## config.mk

```make
export PLATFORM = sky130hd
export DESIGN_NAME = debounced_mode_selector_flat
export DESIGN_NICKNAME = d
export VERILOG_FILES = /design/src/rtl/dms_pkg.sv /design/src/rtl/dms_item_if.sv /design/src/rtl/dms_result_if.sv /design/src/rtl/dms_cfg_if.sv /design/src/rtl/debounced_mode_selector.sv /design/src/rtl/dms_debounce.sv /design/src/flat_wrapper.sv
export SDC_FILE = /design/constraint.sdc
export NUM_CORES = 1
export LEC_CHECK = 0
export BUFFER_PORTS_ARGS = -buffer_cell sky130_fd_sc_hd__buf_2
export CORE_AREA = 2 2 141 143
export CTS_CLUSTER_DIAMETER = 60
export DETAILED_ROUTE_END_ITERATION = 8
export DIE_AREA = 0 0 143 145
export GPL_TIMING_DRIVEN = 0
export PLACE_DENSITY = 0.5
export SYNTH_ARGS = -nofsm -noshare
export SYNTH_HDL_FRONTEND = slang
export SYNTH_SLANG_ARGS = --single-unit
```

## constraint.sdc

```tcl
create_clock -name clk -period 8.12 [get_ports clk]
set_clock_uncertainty 0.15 [all_clocks]
set_input_delay 1.624 -clock clk [delete_from_list [all_inputs] [get_ports clk]]
set_output_delay 1.624 -clock clk [all_outputs]
set_load 0.005 [all_outputs]
```

## src/rtl/dms_pkg.sv

```systemverilog
package dms_pkg;

  localparam int BUTTON_COUNT = 3;
  localparam int COUNT_W = 16;
  localparam int CHAR_W = 8;
  localparam int MODE_W = 2;
  localparam int DIR_W = 2;
  localparam int LEVEL_W = 4;
  localparam int WIND_W = 5;
  localparam int CFG_INDEX_W = 1;
  localparam int CFG_DATA_W = 16;

  localparam int MAX_WIND_DEFAULT = 5;

  localparam logic [COUNT_W-1:0] DEBOUNCE_RST = COUNT_W'(50);
  localparam logic [MODE_W-1:0] DEFAULT_RAIN_MODE_RST = MODE_W'(0);

  // button positions in the raw and stable vectors
  localparam int BTN_RAIN = 0;
  localparam int BTN_DIRECTION = 1;
  localparam int BTN_INTENSITY = 2;

  localparam logic REQ_TICK = 1'b0;
  localparam logic REQ_CHAR = 1'b1;

  localparam logic [CFG_INDEX_W-1:0] CFG_DEBOUNCE = 1'd0;
  localparam logic [CFG_INDEX_W-1:0] CFG_DEFAULT_MODE = 1'd1;

  localparam logic [MODE_W-1:0] MODE_RAIN = 2'd0;
  localparam logic [MODE_W-1:0] MODE_RIPPLES = 2'd1;
  localparam logic [MODE_W-1:0] MODE_CALM = 2'd2;

  localparam logic [DIR_W-1:0] DIR_OFF = 2'd0;
  localparam logic [DIR_W-1:0] DIR_LEFT = 2'd1;
  localparam logic [DIR_W-1:0] DIR_RIGHT = 2'd2;

  localparam logic [CHAR_W-1:0] CHAR_RAIN = 8'h72;       // 'r'
  localparam logic [CHAR_W-1:0] CHAR_WIND = 8'h77;       // 'w'
  localparam logic [CHAR_W-1:0] CHAR_INTENSITY = 8'h69;  // 'i'
  localparam logic [CHAR_W-1:0] CHAR_HELP = 8'h3F;       // '?'

  typedef struct packed {
    logic rain;
    logic direction;
    logic intensity;
  } press_t;

endpackage

```

## src/rtl/dms_item_if.sv

```systemverilog
interface dms_item_if;
  logic                        valid;
  logic                        ready;
  logic                        req_type;
  logic                        raw_rain_button;
  logic                        raw_direction_button;
  logic                        raw_intensity_button;
  logic [dms_pkg::CHAR_W-1:0]  char_code;

  modport source (
    output valid, req_type, raw_rain_button, raw_direction_button,
           raw_intensity_button, char_code,
    input  ready
  );
  modport sink (
    input  valid, req_type, raw_rain_button, raw_direction_button,
           raw_intensity_button, char_code,
    output ready
  );
endinterface

```

## src/rtl/dms_result_if.sv

```systemverilog
interface dms_result_if;
  logic                               valid;
  logic                               ready;
  logic [dms_pkg::MODE_W-1:0]         rain_mode;
  logic [dms_pkg::DIR_W-1:0]          wind_direction;
  logic [dms_pkg::LEVEL_W-1:0]        wind_level;
  logic                               rain_on;
  logic                               ripples_on;
  logic signed [dms_pkg::WIND_W-1:0]  wind_value;
  logic                               status_changed;
  logic                               help_requested;

  modport source (
    output valid, rain_mode, wind_direction, wind_level, rain_on, ripples_on,
           wind_value, status_changed, help_requested,
    input  ready
  );
  modport sink (
    input  valid, rain_mode, wind_direction, wind_level, rain_on, ripples_on,
           wind_value, status_changed, help_requested,
    output ready
  );
endinterface

```

## src/rtl/dms_cfg_if.sv

```systemverilog
interface dms_cfg_if;
  logic                              valid;
  logic                              ready;
  logic [dms_pkg::CFG_INDEX_W-1:0]   index;
  logic [dms_pkg::CFG_DATA_W-1:0]    data;

  modport source (output valid, index, data, input ready);
  modport sink (input valid, index, data, output ready);
endinterface

```

## src/rtl/debounced_mode_selector.sv

```systemverilog
// path: an accepted item passes through the input register and then the result register
// throughput: one item per cycle while results are taken; a waiting result holds the
//   input register, which then takes one more item only while it is empty; the
//   settings update as an item leaves the input register
// reset (rst, synchronous): buttons released with counters saturated, rain mode 0,
//   wind off, intensity 1, debounce 50 ticks
module debounced_mode_selector #(
  parameter int MAX_WIND = dms_pkg::MAX_WIND_DEFAULT
) (
  input  logic          clk,
  input  logic          rst,
  dms_item_if.sink      item,
  dms_result_if.source  result,
  dms_cfg_if.sink       cfg
);

  localparam logic [dms_pkg::LEVEL_W-1:0] LEVEL_MAX = dms_pkg::LEVEL_W'(MAX_WIND);

  // configuration
  logic [dms_pkg::COUNT_W-1:0] debounce_ticks;

  assign cfg.ready = 1'b1;

  // the default rain mode only acts at reset, and reset also restores it,
  // so a write to it is taken and has no visible effect
  always_ff @(posedge clk) begin
    if (rst) begin
      debounce_ticks <= dms_pkg::DEBOUNCE_RST;
    end else if (cfg.valid && cfg.index == dms_pkg::CFG_DEBOUNCE) begin
      debounce_ticks <= cfg.data;
    end
  end

  // input register
  logic                       s1_valid;
  logic                       s1_req_type;
  logic [dms_pkg::BUTTON_COUNT-1:0] s1_raw;
  logic [dms_pkg::CHAR_W-1:0] s1_char;
  logic                       s1_advance;

  assign s1_advance = s1_valid && (!result.valid || result.ready);
  assign item.ready = !s1_valid || s1_advance;

  always_ff @(posedge clk) begin
    if (rst) begin
      s1_valid <= 1'b0;
    end else if (item.ready) begin
      s1_valid <= item.valid;
    end
  end

  always_ff @(posedge clk) begin
    if (item.valid && item.ready) begin
      s1_req_type <= item.req_type;
      s1_raw[dms_pkg::BTN_RAIN] <= item.raw_rain_button;
      s1_raw[dms_pkg::BTN_DIRECTION] <= item.raw_direction_button;
      s1_raw[dms_pkg::BTN_INTENSITY] <= item.raw_intensity_button;
      s1_char <= item.char_code;
    end
  end

  // button debounce, only ticks move it
  dms_pkg::press_t press;

  dms_debounce u_debounce (
    .clk            (clk),
    .rst            (rst),
    .en             (s1_advance && s1_req_type == dms_pkg::REQ_TICK),
    .raw            (s1_raw),
    .debounce_ticks (debounce_ticks),
    .press          (press)
  );

  // settings
  logic [dms_pkg::MODE_W-1:0]  mode;
  logic [dms_pkg::DIR_W-1:0]   direction;
  logic [dms_pkg::LEVEL_W-1:0] level;
  logic [dms_pkg::MODE_W-1:0]  mode_next;
  logic [dms_pkg::DIR_W-1:0]   direction_next;
  logic [dms_pkg::LEVEL_W-1:0] level_next;
  logic                        step_mode;
  logic                        step_direction;
  logic                        step_level;
  logic                        help;
  logic signed [dms_pkg::WIND_W-1:0] wind_next;

  always_comb begin
    step_mode = 1'b0;
    step_direction = 1'b0;
    step_level = 1'b0;
    help = 1'b0;
    if (s1_req_type == dms_pkg::REQ_TICK) begin
      step_mode = press.rain;
      step_direction = press.direction;
      step_level = press.intensity;
    end else begin
      case (s1_char)
        dms_pkg::CHAR_RAIN:      step_mode = 1'b1;
        dms_pkg::CHAR_WIND:      step_direction = 1'b1;
        dms_pkg::CHAR_INTENSITY: step_level = 1'b1;
        dms_pkg::CHAR_HELP:      help = 1'b1;
        default: ;
      endcase
    end

    mode_next = mode;
    if (step_mode) begin
      mode_next = (mode >= dms_pkg::MODE_CALM) ? dms_pkg::MODE_RAIN : mode + 1'b1;
    end
    direction_next = direction;
    if (step_direction) begin
      direction_next = (direction >= dms_pkg::DIR_RIGHT) ? dms_pkg::DIR_OFF
                                                          : direction + 1'b1;
    end
    level_next = level;
    if (step_level) begin
      level_next = (level >= LEVEL_MAX) ? dms_pkg::LEVEL_W'(1) : level + 1'b1;
    end

    case (direction_next)
      dms_pkg::DIR_LEFT:  wind_next = -$signed({1'b0, level_next});
      dms_pkg::DIR_RIGHT: wind_next = $signed({1'b0, level_next});
      default:            wind_next = '0;
    endcase
  end

  always_ff @(posedge clk) begin
    if (rst) begin
      mode <= dms_pkg::DEFAULT_RAIN_MODE_RST;
      direction <= dms_pkg::DIR_OFF;
      level <= dms_pkg::LEVEL_W'(1);
    end else if (s1_advance) begin
      mode <= mode_next;
      direction <= direction_next;
      level <= level_next;
    end
  end

  // result register
  always_ff @(posedge clk) begin
    if (rst) begin
      result.valid <= 1'b0;
    end else if (s1_advance) begin
      result.valid <= 1'b1;
    end else if (result.ready) begin
      result.valid <= 1'b0;
    end
  end

  always_ff @(posedge clk) begin
    if (s1_advance) begin
      result.rain_mode <= mode_next;
      result.wind_direction <= direction_next;
      result.wind_level <= level_next;
      result.rain_on <= (mode_next == dms_pkg::MODE_RAIN);
      result.ripples_on <= (mode_next == dms_pkg::MODE_RIPPLES);
      result.wind_value <= wind_next;
      result.status_changed <= step_mode || step_direction || step_level;
      result.help_requested <= help;
    end
  end

endmodule

```

## src/rtl/dms_debounce.sv

```systemverilog
module dms_debounce (
  input  logic                         clk,
  input  logic                         rst,
  input  logic                         en,
  input  logic [dms_pkg::BUTTON_COUNT-1:0] raw,
  input  logic [dms_pkg::COUNT_W-1:0]  debounce_ticks,
  output dms_pkg::press_t              press
);

  logic [dms_pkg::BUTTON_COUNT-1:0] last_raw;
  logic [dms_pkg::BUTTON_COUNT-1:0] stable;
  logic [dms_pkg::COUNT_W-1:0]      elapsed [dms_pkg::BUTTON_COUNT];

  logic [dms_pkg::BUTTON_COUNT-1:0] last_raw_next;
  logic [dms_pkg::BUTTON_COUNT-1:0] stable_next;
  logic [dms_pkg::COUNT_W-1:0]      elapsed_next [dms_pkg::BUTTON_COUNT];
  logic [dms_pkg::BUTTON_COUNT-1:0] fell;

  for (genvar k = 0; k < dms_pkg::BUTTON_COUNT; k++) begin : g_btn
    logic accept;

    always_comb begin
      // a raw change restarts the count, otherwise it saturates upward
      if (raw[k] != last_raw[k]) begin
        elapsed_next[k] = '0;
      end else if (&elapsed[k]) begin
        elapsed_next[k] = elapsed[k];
      end else begin
        elapsed_next[k] = elapsed[k] + 1'b1;
      end
    end

    assign accept = (elapsed_next[k] >= debounce_ticks) && (raw[k] != stable[k]);
    assign last_raw_next[k] = raw[k];
    assign stable_next[k] = accept ? raw[k] : stable[k];
    assign fell[k] = en && accept && !raw[k];

    always_ff @(posedge clk) begin
      if (rst) begin
        last_raw[k] <= 1'b1;
        stable[k] <= 1'b1;
        elapsed[k] <= '1;
      end else if (en) begin
        last_raw[k] <= last_raw_next[k];
        stable[k] <= stable_next[k];
        elapsed[k] <= elapsed_next[k];
      end
    end
  end

  assign press.rain = fell[dms_pkg::BTN_RAIN];
  assign press.direction = fell[dms_pkg::BTN_DIRECTION];
  assign press.intensity = fell[dms_pkg::BTN_INTENSITY];

endmodule
```

## src/flat_wrapper.sv

```systemverilog
// flat-port wrapper written by rule: the top's interface ports become plain ports
module debounced_mode_selector_flat 
#(
  parameter int MAX_WIND = dms_pkg::MAX_WIND_DEFAULT
)
  (clk, rst, item_valid, item_req_type, item_raw_rain_button, item_raw_direction_button, item_raw_intensity_button, item_char_code, item_ready, result_valid, result_rain_mode, result_wind_direction, result_wind_level, result_rain_on, result_ripples_on, result_wind_value, result_status_changed, result_help_requested, result_ready, cfg_valid, cfg_index, cfg_data, cfg_ready);
  dms_item_if item_i ();
  dms_result_if result_i ();
  dms_cfg_if cfg_i ();
  input  logic clk;
  input  logic rst;
  input wire logic [$bits(item_i.valid)-1:0] item_valid;
  input wire logic [$bits(item_i.req_type)-1:0] item_req_type;
  input wire logic [$bits(item_i.raw_rain_button)-1:0] item_raw_rain_button;
  input wire logic [$bits(item_i.raw_direction_button)-1:0] item_raw_direction_button;
  input wire logic [$bits(item_i.raw_intensity_button)-1:0] item_raw_intensity_button;
  input wire logic [$bits(item_i.char_code)-1:0] item_char_code;
  output wire logic [$bits(item_i.ready)-1:0] item_ready;
  output wire logic [$bits(result_i.valid)-1:0] result_valid;
  output wire logic [$bits(result_i.rain_mode)-1:0] result_rain_mode;
  output wire logic [$bits(result_i.wind_direction)-1:0] result_wind_direction;
  output wire logic [$bits(result_i.wind_level)-1:0] result_wind_level;
  output wire logic [$bits(result_i.rain_on)-1:0] result_rain_on;
  output wire logic [$bits(result_i.ripples_on)-1:0] result_ripples_on;
  output wire logic [$bits(result_i.wind_value)-1:0] result_wind_value;
  output wire logic [$bits(result_i.status_changed)-1:0] result_status_changed;
  output wire logic [$bits(result_i.help_requested)-1:0] result_help_requested;
  input wire logic [$bits(result_i.ready)-1:0] result_ready;
  input wire logic [$bits(cfg_i.valid)-1:0] cfg_valid;
  input wire logic [$bits(cfg_i.index)-1:0] cfg_index;
  input wire logic [$bits(cfg_i.data)-1:0] cfg_data;
  output wire logic [$bits(cfg_i.ready)-1:0] cfg_ready;
  assign item_i.valid = item_valid;
  assign item_i.req_type = item_req_type;
  assign item_i.raw_rain_button = item_raw_rain_button;
  assign item_i.raw_direction_button = item_raw_direction_button;
  assign item_i.raw_intensity_button = item_raw_intensity_button;
  assign item_i.char_code = item_char_code;
  assign item_ready = item_i.ready;
  assign result_valid = result_i.valid;
  assign result_rain_mode = result_i.rain_mode;
  assign result_wind_direction = result_i.wind_direction;
  assign result_wind_level = result_i.wind_level;
  assign result_rain_on = result_i.rain_on;
  assign result_ripples_on = result_i.ripples_on;
  assign result_wind_value = result_i.wind_value;
  assign result_status_changed = result_i.status_changed;
  assign result_help_requested = result_i.help_requested;
  assign result_i.ready = result_ready;
  assign cfg_i.valid = cfg_valid;
  assign cfg_i.index = cfg_index;
  assign cfg_i.data = cfg_data;
  assign cfg_ready = cfg_i.ready;
  debounced_mode_selector #(.MAX_WIND(MAX_WIND)) u_core (.clk(clk), .rst(rst), .item(item_i), .result(result_i), .cfg(cfg_i));
endmodule
```

==> flow_metrics.py, run 1 <==
metrics = {
    "run_status": {
        "status": "finished clean",
    },
    "cells_and_area": {
        "drive_gt1_share_pct": 13.0,
        "n_antenna_cell": 0,
        "final_nets": 834,
        "final_cell_area_sq_mm": 0.00750,
        "layout.cells.non_filler": 1013,
        "syn2layout_area_growth_pct": 13.7,
        "finish.utilization_pct": 39.0,
    },
    "setup_path": {
        "critPathKind": "register to register",
        "r2r_end": "u_core.result.wind_value[3]",
        "r2r_slack_ps": 3040,
        "endpoint_kind": "register",
        "worstPathArrival_ps": 5130,
        "required_ps": 8170,
        "cpLargestDelayFamily": "simple AND/OR/NAND/NOR gates",
        "worstPathMaxFanout": 7,
        "cp_common_cell": "nor2_1",
        "crit_start": "u_core.u_debounce.elapsed[1][3]",
        "ff2ff_path_depth": 21,
        "r2r_start": "u_core.u_debounce.elapsed[1][3]",
        "slowest_delay_ps": 430,
        "worst_setup_path_start_kind": "register",
        "path_buf_inv": 2,
        "slowest_stage": "edfxtp_1",
        "crit_chain": "nand4_1 > nor2_1 > nand3_1 > nor3_1 > nor2_1 > nand2_1 > nor2_1 > xnor2_1 > nor2_1 > ha_1 > nand4_1 > o311ai_1 > a41oi_1 > o21ai_1 > a41o_1 > buf_6 > mux2i_1 > inv_1 > ha_1 > nand2b_1 > o22ai_1",
    },
    "floorplan": {
        "coreArea_sq_mm": 0.0192,
        "rows": 51,
        "io_pins": 54,
        "die_area_sq_mm": 0.0207,
        "start_util_pct": 34.3,
        "die_x_um": 143,
        "die_y_um": 145,
    },
    "drt": {
        "drc": 0,
        "via_count": 5143,
        "wl_met3_um": 600,
        "avgViaCountPerCell": 5.08,
        "wl_met1_um": 7620,
        "first_iter_violations": 290,
        "routed_wl_um": 16000,
        "wl_met2_um": 7490,
        "routedWlPerCell_um": 15.8,
        "antenna_left": 0,
        "top_layer_used": "met4",
        "drtPass1Iterations": 5,
    },
    "yosys": {
        "async_reset_ff_share_pct": 0,
        "netlist.top_cell.by_area": "edfxtp_1",
        "yosys-top-cells-area": "edfxtp_1 (35%), ha_1 (11%), dfxtp_1 (9.7%)",
        "yosysTopAreaCellShare_pct": 35.0,
        "syn_inst": 680,
        "synth_fp_nets": 771,
        "syn_area_sq_mm": 0.00660,
        "synth_ff_type": "edfxtp_1",
        "seq_area_frac_synth_pct": 44.8,
        "synth_cell_types": 63,
        "avgSynthCellArea_sq_um": 9.70,
        "yosysMostFrequentCell": "nor2_1",
        "synth-edff-count": 77,
        "yosys-top-cells-count": "nor2_1 (85), edfxtp_1 (77), nand2_1 (66)",
        "ys_ff_latch": 109,
        "yosysWarnings": 0,
    },
    "global_routing": {
        "grt_pass1_wl_um": 26200,
        "gr-total-overflow": 0,
        "grt_pass1_vias": 5068,
        "grt_max_degree": 30,
        "grtUsageTotal_pct": 16.1,
        "antenna_found_initial": 0,
    },
    "power_and_ir_drop": {
        "power_switching_uw": 403,
        "p_clk_share_pct": 32.7,
        "sw_frac_of_total_pct": 29.7,
        "ir_drop_v": 0.0000971,
        "seqPwrFrac_pct": 46.8,
        "powerDensity_mw_per_mm2": 181,
        "p_int_uw": 952,
        "total_power_mw": 1.35,
        "p_comb_share_pct": 20.5,
        "power.leakage_nw": 2.94,
    },
    "sta": {
        "fin_crit_ps": 5080,
        "finalCritPeriodShare_pct": 62.6,
        "tightest_slew_ps": 829,
        "slew_violations": 0,
        "max_freq_mhz": 197,
        "rsz0062_at_grt": "false",
        "max-slew-margin-rel_pct": 44.6,
        "hold_viol_final": 0,
        "setup_ws_ps": 3040,
        "setup_viol": 0,
        "tns_ps": 0,
        "holdWs_ps": 308,
    },
    "clock_network": {
        "cts_buffers": 9,
        "clk-insertion-delay-late_ps": 360,
        "post-cts-setup-buffers": 0,
        "cts_max_path_buffers": 2,
        "cts.clk_slew.worst_paths_ps": 80,
        "ctsResizeCount": 0,
        "root_buffer": "clkbuf_16",
        "htree_levels": 3,
        "cts_sinks": 109,
        "cts_tree": "built",
        "hold_buffers": 0,
    },
    "place": {
        "gp_congestion": 0.818,
        "place_inst": 997,
        "pre_cts_ws_ps": 3090,
        "portBuffers": 51,
        "dpl.hpwl_um": 12300,
        "postPlaceCellArea_sq_mm": 0.00721,
    },
    "worst_hold_path": {
        "hold_depth": 2,
        "hold_path_class": "register to register",
        "hold_path_end": "u_core.debounce_ticks[7]",
        "min_from": "u_core.debounce_ticks[7]",
    },
    "flow_run": {
        "cap_violations": 0,
    },
}
[power groups by stage]
stage	Clock, mW	Combinational (mW)	Sequential [mW]
finish	0.443	0.277	0.634
global route	0.471	0.317	0.638
CTS	0.453	0.280	0.634
detailed placement	0	0.278	0.647
global placement	0	0.269	0.647
floorplan	0	0.200	0.644
[worst max-delay path by stage]
| stage | end | slack (ps) | depth (start not counted) |
|---|---|---|---|
| floorplan | u_core.result.wind_value[2] | 3900 | 25 |
| global placement | u_core.result.wind_value[1] | 3130 | 23 |
| detailed placement | u_core.result.wind_value[4] | 3090 | 21 |
| CTS | u_core.result.wind_value[4] | 3060 | 21 |
| global route | u_core.result.wind_value[4] | 2540 | 21 |
| finish | u_core.result.wind_value[3] | 3040 | 21 |
[flip-flops by register name, summed over array words and instances (netlist names), 2 cells and up]
name / flops
u_core.result.wind_level: 4
u_core.u_debounce.stable: 3
u_core.s1_raw: 3
u_core.mode: 2
u_core.result.wind_value: 5
u_core.s1_char: 8
u_core.u_debounce.elapsed: 48
u_core.u_debounce.last_raw: 3
u_core.level: 4
u_core.result.wind_direction: 2
u_core.direction: 2
u_core.result.rain_mode: 2
u_core.debounce_ticks: 16
[routing by layer]
metal  track usage, %  up-vias
met4             4.31        0
li1                 -     2559
met5                0        -
met1             21.7     2462
met2             26.0      104
met3             3.30       18
[layout by cell type, fill, tap and decap left out, types with 3 or more instances in the layout]
cell	count
ha_1	57
nand2_1	66
mux2i_1	12
xor2_1	25
a21o_1	12
a211o_1	7
mux2_2	4
a31oi_1	4
clkbuf_16	9
a21oi_1	34
nand2b_1	24
o21ai_0	33
nand4_1	16
and3_1	7
xnor2_1	14
nand3_1	25
nor3_1	9
dfxtp_1	32
nor2_1	85
clkbuf_1	18
and2_1	3
a211oi_1	6
edfxtp_1	77
and4_1	3
a21oi_2	3
nand3b_1	5
nor2b_1	8
o21ai_1	13
inv_1	32
buf_2	53
[cells by family after synthesis]
kind of cell               count (synthesis)  share of synthesized area (%)
and+or+nand+nor                          266                           19.8
AOI/OAI and AO/OA                        135                           13.2
DFF                                      109                           44.8
adders and majority gates                 57                           10.8
buffers and inverters                     56                           3.39
xor gates and xnor gates                  39                           5.18
muxes                                     17                           2.84
other                                      1                         0.0568
[area by class of cell]
| type | instances | area, sq um |
|---|---|---|
| clock buffers | 10 | 239 |
| flip-flops and latches | 109 | 2950 |
| plain buffers | 23 | 101 |
| repair buffers | 52 | 275 |
| well taps | 265 | 332 |
| clock inverters | 6 | 52.6 |
| fillers | 1939 | 11700 |
| multi-input cells | 515 | 3420 |
| inverters | 33 | 124 |
[worst reg2reg max path, stage by stage, from the launching register on]
cell and delay [ps]:
edfxtp_1 430, nand4_1 170, nor2_1 220, nand3_1 190, nor3_1 360, nor2_1 170, nand2_1 160, nor2_1 70
xnor2_1 190, nor2_1 90, ha_1 320, nand4_1 160, o311ai_1 320, a41oi_1 110, o21ai_1 370, a41o_1 270
buf_6 130, mux2i_1 250, inv_1 90, ha_1 320, nand2b_1 190, o22ai_1 190
(Power assumes the default switching activity.)
==> run 2, diff against run 1 <==
ABC_AREA = 1   (was default)
CORE_AREA = 2 2 145 147   (was 2 2 141 143)
DIE_AREA = 0 0 147 149   (was 0 0 143 145)
clock period = 4.9 ns   (was 8.12 ns; I/O delays follow)
==> flow_metrics.py, run 2 <==
metrics = {
    "run_status": {
        "status": "finished clean",
    },
    "drt": {
        "first_iter_violations": 281,
        "avgViaCountPerCell": 4.61,
        "routed_wl_um": 17100,
        "drc": 0,
        "antenna_left": 0,
        "via_count": 5623,
        "drtPass1Iterations": 4,
        "routedWlPerCell_um": 14.0,
    },
    "sta": {
        "max-slew-margin-rel_pct": 50.3,
        "holdWs_ps": 354,
        "finalCritPeriodShare_pct": 88.1,
        "fin_crit_ps": 4320,
        "setup_viol": 0,
        "tightest_slew_ps": 745,
        "slew_violations": 0,
        "hold_viol_final": 0,
        "max_freq_mhz": 232,
    },
    "yosys": {
        "synth_fp_nets": 965,
        "ys_ff_latch": 109,
        "seq_area_frac_synth_pct": 41.9,
        "yosysMostFrequentCell": "nand2_1",
        "synth_ff_type": "edfxtp_1",
        "yosysTopAreaCellShare_pct": 32.8,
        "yosys-top-cells-count": "nand2_1 (170), inv_1 (164), edfxtp_1 (77)",
        "synth_cell_types": 47,
        "avgSynthCellArea_sq_um": 8.07,
        "netlist.top_cell.by_area": "edfxtp_1",
        "yosysWarnings": 0,
        "async_reset_ff_share_pct": 0,
        "synth-edff-count": 77,
        "syn_inst": 874,
        "yosys-top-cells-area": "edfxtp_1 (33%), ha_1 (10%), dfxtp_1 (9.1%)",
        "syn_area_sq_mm": 0.00705,
    },
    "place": {
        "place_inst": 1202,
        "gp_congestion": 0.793,
        "portBuffers": 52,
        "dpl.hpwl_um": 13100,
    },
    "global_routing": {
        "grt_max_degree": 28,
        "grtUsageTotal_pct": 16.3,
        "grt_pass1_wl_um": 28000,
        "met2_usage_pct": 27.1,
        "antenna_found_initial": 2,
        "grtUsageMet3_pct": 4.31,
        "gr-total-overflow": 0,
        "grt_pass1_vias": 5353,
        "grt_busiest_layer": "met2",
        "grt.met1_usage_pct": 21.7,
    },
    "cells_and_area": {
        "mostFrequentLayoutCells": "nand2_1 (169), inv_1 (164), edfxtp_1 (77), a21oi_1 (63)",
        "layout.cells.non_filler": 1220,
        "final_common_cell": "nand2_1",
        "final_nets": 1031,
        "syn2layout_area_growth_pct": 13.3,
        "drive_gt1_share_pct": 13.3,
        "top_regs": "u_core.u_debounce.elapsed: 48 flops, u_core.debounce_ticks: 16 flops, u_core.s1_char: 8 flops",
        "largest_reg_flops": 48,
        "top_register": "u_core.u_debounce.elapsed",
        "n_antenna_cell": 0,
    },
    "clock_network": {
        "clk-insertion-delay-late_ps": 360,
        "hold_buffers": 0,
        "root_buffer": "clkbuf_16",
        "cts_max_path_buffers": 2,
        "cts_sinks": 109,
        "cts.clk_slew.worst_paths_ps": 80,
        "cts_buffers": 9,
        "cts_tree": "built",
        "htree_levels": 3,
    },
    "power_and_ir_drop": {
        "ir_drop_v": 0.000185,
        "powerDensity_mw_per_mm2": 287,
        "power.leakage_nw": 3.86,
    },
    "worst_hold_path": {
        "min_from": "u_core.u_debounce.last_raw[0]",
        "hold_path_class": "register to register",
    },
    "setup_path": {
        "path_buf_inv": 7,
        "critPathKind": "register to register",
        "required_ps": 4860,
        "worstPathMaxFanout": 4,
        "crit_start": "u_core.u_debounce.elapsed[1][0]",
        "endpoint_kind": "register",
        "slowest_delay_ps": 410,
        "worstPathArrival_ps": 4280,
        "r2r_start": "u_core.u_debounce.elapsed[1][0]",
        "worst_setup_path_start_kind": "register",
        "slowest_stage": "edfxtp_1",
        "cpLargestDelayFamily": "simple AND/OR/NAND/NOR gates",
        "cp_common_cell": "nand2_1",
    },
    "floorplan": {
        "die_y_um": 149,
        "start_util_pct": 34.3,
        "coreArea_sq_mm": 0.0206,
        "rows": 53,
        "io_pins": 54,
        "die_area_sq_mm": 0.0219,
        "die_x_um": 147,
    },
    "flow_run": {
        "cap_violations": 0,
    },
}
run 2: worst reg2reg max path, delay by kind of cell (launching register included):
family	cells	cell delay, ps
buf+inv	7	480
flops	1	410
fa+ha+maj	3	740
compound gates	1	60
simple gates	19	2110
xor+xnor	1	140
run 2: cell families (layout without fill, tap and decap cells):
family,after synthesis,in the layout,synth area share [%]
AND/OR/NAND/NOR,357,357,24.4
buffers and inverters,188,259,10.2
AO/OA/AOI/OAI,137,137,10.3
flip-flops,109,109,41.9
adder cells (fa/ha/maj),57,57,10.1
XOR/XNOR,25,25,3.10
other,1,1,0.0532
run 2: path summary, 6_finish.rpt:
| path | endpoint | slack [ps] | cells past startpoint |
|---|---|---|---|
| worst min-delay path | u_core.u_debounce.last_raw[0] | 350 | 2 |
| worst max-delay path | u_core.result.wind_value[2] | 580 | 31 |
| worst min register to register | u_core.u_debounce.last_raw[0] | 350 | 2 |
| worst max register to register | u_core.result.wind_value[2] | 580 | 31 |
run 2: final cells by class:
class                           instances  area [sq um]
Multi-Input combinational cell        577          3390
Sequential cell                       109          2950
Clock buffer                           10           229
Tap cell                              275           344
Timing Repair Buffer                   55           295
Inverter                              172           647
Clock inverter                          6          62.6
Buffer                                 16          72.6
Fill cell                            2175         12600
run 2: through the flow:
stage	worst slack (ps)	util (%)	cell area [sq um]	setup TNS, ps	power [mW]
2_1_floorplan	1180	-	7050	0	1.43
3_3_place_gp	494	37.3	7660	0	1.56
3_5_place_dp	488	37.4	7680	0	1.56
4_1_cts	471	38.8	7970	0	2.32
5_1_grt	-10.9	38.9	7990	-21.4	2.44
6_report	582	38.9	7990	0	2.29
run 2: per-layer routing:
metal  routed length, um  part of all wire, %
met3                 733                  4.3
met4                 127                 0.74
met2                7940                   46
met5                  11                0.064
met1                8310                   49
run 2: timing repair:
item	4_1_cts	5_1_grt
setup buffers	0	2
endpoints found under the setup margin	0	3
gates resized for setup	0	1
run 2: power breakdown:
group / internal [mW] / switching [mW] / total, mW
Combinational: 0.177 / 0.313 / 0.490
Clock: 0.361 / 0.389 / 0.750
Sequential: 1.03 / 0.0225 / 1.05
==> run 3, diff against run 2 <==
CORE_AREA = 2 2 116 118   (was 2 2 145 147)
DIE_AREA = 0 0 118 120   (was 0 0 147 149)
PLACE_DENSITY = 0.73   (was 0.5)
==> flow_metrics.py, run 3 (synthesis gave the netlist of run 2 again) <==
metrics = {
    "run_status": {
        "status": "finished clean",
    },
    "global_routing": {
        "grt.met1_usage_pct": 30.0,
        "grtUsageMet3_pct": 5.47,
        "met2_usage_pct": 38.2,
        "gr-total-overflow": 0,
        "grt_pass1_wl_um": 26300,
        "grt_busiest_layer": "met2",
        "grtUsageTotal_pct": 23.4,
        "grt_max_degree": 28,
        "antenna_found_initial": 0,
        "grt_pass1_vias": 5641,
    },
    "power_and_ir_drop": {
        "p_comb_share_pct": 21.4,
        "sw_frac_of_total_pct": 31.4,
        "p_clk_share_pct": 32.8,
        "ir_drop_v": 0.000256,
        "p_int_mw": 1.57,
        "powerDensity_mw_per_mm2": 292,
        "power.leakage_nw": 3.86,
        "power_switching_uw": 721,
        "seqPwrFrac_pct": 45.8,
    },
    "sta": {
        "tns_ps": 0,
        "max_freq_mhz": 227,
        "rsz0062_at_grt": "false",
        "fin_crit_ps": 4410,
        "max-slew-margin-rel_pct": 49.9,
        "setup_viol": 0,
        "setup_ws_ps": 491,
        "tightest_slew_ps": 750,
        "hold_viol_final": 0,
        "slew_violations": 0,
        "finalCritPeriodShare_pct": 90.0,
    },
    "clock_network": {
        "cts_sinks": 109,
        "cts_buffers": 9,
        "post-cts-setup-buffers": 0,
        "cts_max_path_buffers": 2,
        "cts_tree": "built",
        "cts.clk_slew.worst_paths_ps": 80,
        "htree_levels": 3,
        "clk-insertion-delay-late_ps": 370,
        "root_buffer": "clkbuf_16",
    },
    "setup_path": {
        "worstPathMaxFanout": 4,
        "critPathKind": "register to register",
        "endpoint_kind": "register",
        "slowest_stage": "edfxtp_1",
        "slowest_delay_ps": 410,
        "required_ps": 4860,
        "worstPathArrival_ps": 4370,
        "cp_common_cell": "nand2_1",
        "r2r_start": "u_core.u_debounce.elapsed[1][0]",
        "worst_setup_path_start_kind": "register",
        "ff2ff_path_depth": 31,
        "r2r_slack_ps": 490,
        "r2r_end": "u_core.result.wind_value[1]",
    },
    "place": {
        "gp_congestion": 0.859,
        "pre_cts_ws_ps": 522,
        "dpl.hpwl_um": 11900,
        "portBuffers": 52,
    },
    "worst_hold_path": {
        "hold_path_class": "register to register",
        "hold_depth": 2,
        "hold_path_end": "u_core.u_debounce.last_raw[0]",
        "min_from": "u_core.u_debounce.last_raw[0]",
    },
    "cells_and_area": {
        "mostFrequentLayoutCells": "nand2_1 (169), inv_1 (164), edfxtp_1 (77), a21oi_1 (63)",
        "largest_reg_flops": 48,
        "final_common_cell": "nand2_1",
        "syn2layout_area_growth_pct": 11.5,
        "final_nets": 1029,
        "n_antenna_cell": 0,
        "top_regs": "u_core.u_debounce.elapsed: 48 flops, u_core.debounce_ticks: 16 flops, u_core.s1_char: 8 flops",
        "top_register": "u_core.u_debounce.elapsed",
        "drive_gt1_share_pct": 13.3,
    },
    "floorplan": {
        "start_util_pct": 54.3,
        "rows": 42,
        "die_y_um": 120,
        "die_area_sq_mm": 0.0142,
        "coreArea_sq_mm": 0.0130,
        "io_pins": 54,
        "die_x_um": 118,
    },
    "drt": {
        "drtPass1Iterations": 5,
        "drc": 0,
        "avgViaCountPerCell": 5.16,
        "first_iter_violations": 332,
        "routed_wl_um": 15700,
        "antenna_left": 0,
        "via_count": 5772,
        "routedWlPerCell_um": 14.1,
    },
    "flow_run": {
        "cap_violations": 0,
    },
}
-- run 3: cell count changes in the layout (fill, tap and decap cells not counted) --
cell	previous run	this run
clkbuf_1	13	12
inv_12	0	1
inv_6	3	1
inv_8	1	2
clkinv_4	1	2
buf_4	3	1
-- run 3: critical path: cells and delay by family (launching register included) --
family / cells / cell delay (ps)
AOI/OAI and AO/OA: 1 / 70
xor gates and xnor gates: 1 / 140
adders and majority gates: 3 / 750
buffers and inverters: 7 / 480
DFF: 1 / 410
and+or+nand+nor: 19 / 2140
-- run 3: layout make-up --
type                            count  area [sq um]
Fill cell                        1172          5110
Multi-Input combinational cell    577          3390
Sequential cell                   109          2950
Inverter                          172           647
Timing Repair Buffer               53           280
Clock buffer                        9           225
Tap cell                          176           220
Clock inverter                      7          81.3
Buffer                             16          72.6
-- run 3: what timing repair did --
action	in CTS	in global routing
gates resized for setup	0	1
hold buffers	0	0
setup endpoints to repair	0	1
-- run 3: how the worst max path moves through the flow --
stage,startpoint,endpoint,slack [ps],cells after the start
4_1_cts,u_core.u_debounce.elapsed[1][0],u_core.result.wind_value[1],470,31
3_5_place_dp,u_core.u_debounce.elapsed[1][0],u_core.result.wind_value[1],520,32
2_1_floorplan,u_core.u_debounce.elapsed[1][0],u_core.result.wind_value[2],1180,31
5_1_grt,u_core.u_debounce.elapsed[1][0],u_core.result.wind_value[1],20,32
6_report,u_core.u_debounce.elapsed[1][0],u_core.result.wind_value[1],490,31
3_3_place_gp,u_core.u_debounce.elapsed[1][0],u_core.result.wind_value[1],560,31
-- run 3: metal layers --
metal  wire, um  vias to the layer above
met5          0                        -
met4        566                        0
met3        802                       40
met2       7180                      137
met1       7190                     2597
li1           -                     2998
-- run 3: power by group through the flow --
stage | sequential (mW) | clock [mW] | combinational, mW
finish | 1.05 | 0.753 | 0.490
global route | 1.06 | 0.796 | 0.563
CTS | 1.05 | 0.771 | 0.486
detailed placement | 1.07 | 0 | 0.480
global placement | 1.07 | 0 | 0.465
floorplan | 1.07 | 0 | 0.358
-- run 3: through the flow --
stage	hold slack, ps	instance area [sq um]	total power [mW]	util, %	std cells
3_5_place_dp	339	7560	1.55	58.2	1103
3_3_place_gp	333	7530	1.54	58.0	1102
6_report	357	7870	2.30	60.6	1119
2_1_floorplan	316	7050	1.43	-	874
4_1_cts	356	7860	2.31	60.6	1119
5_1_grt	375	7870	2.42	60.6	1119
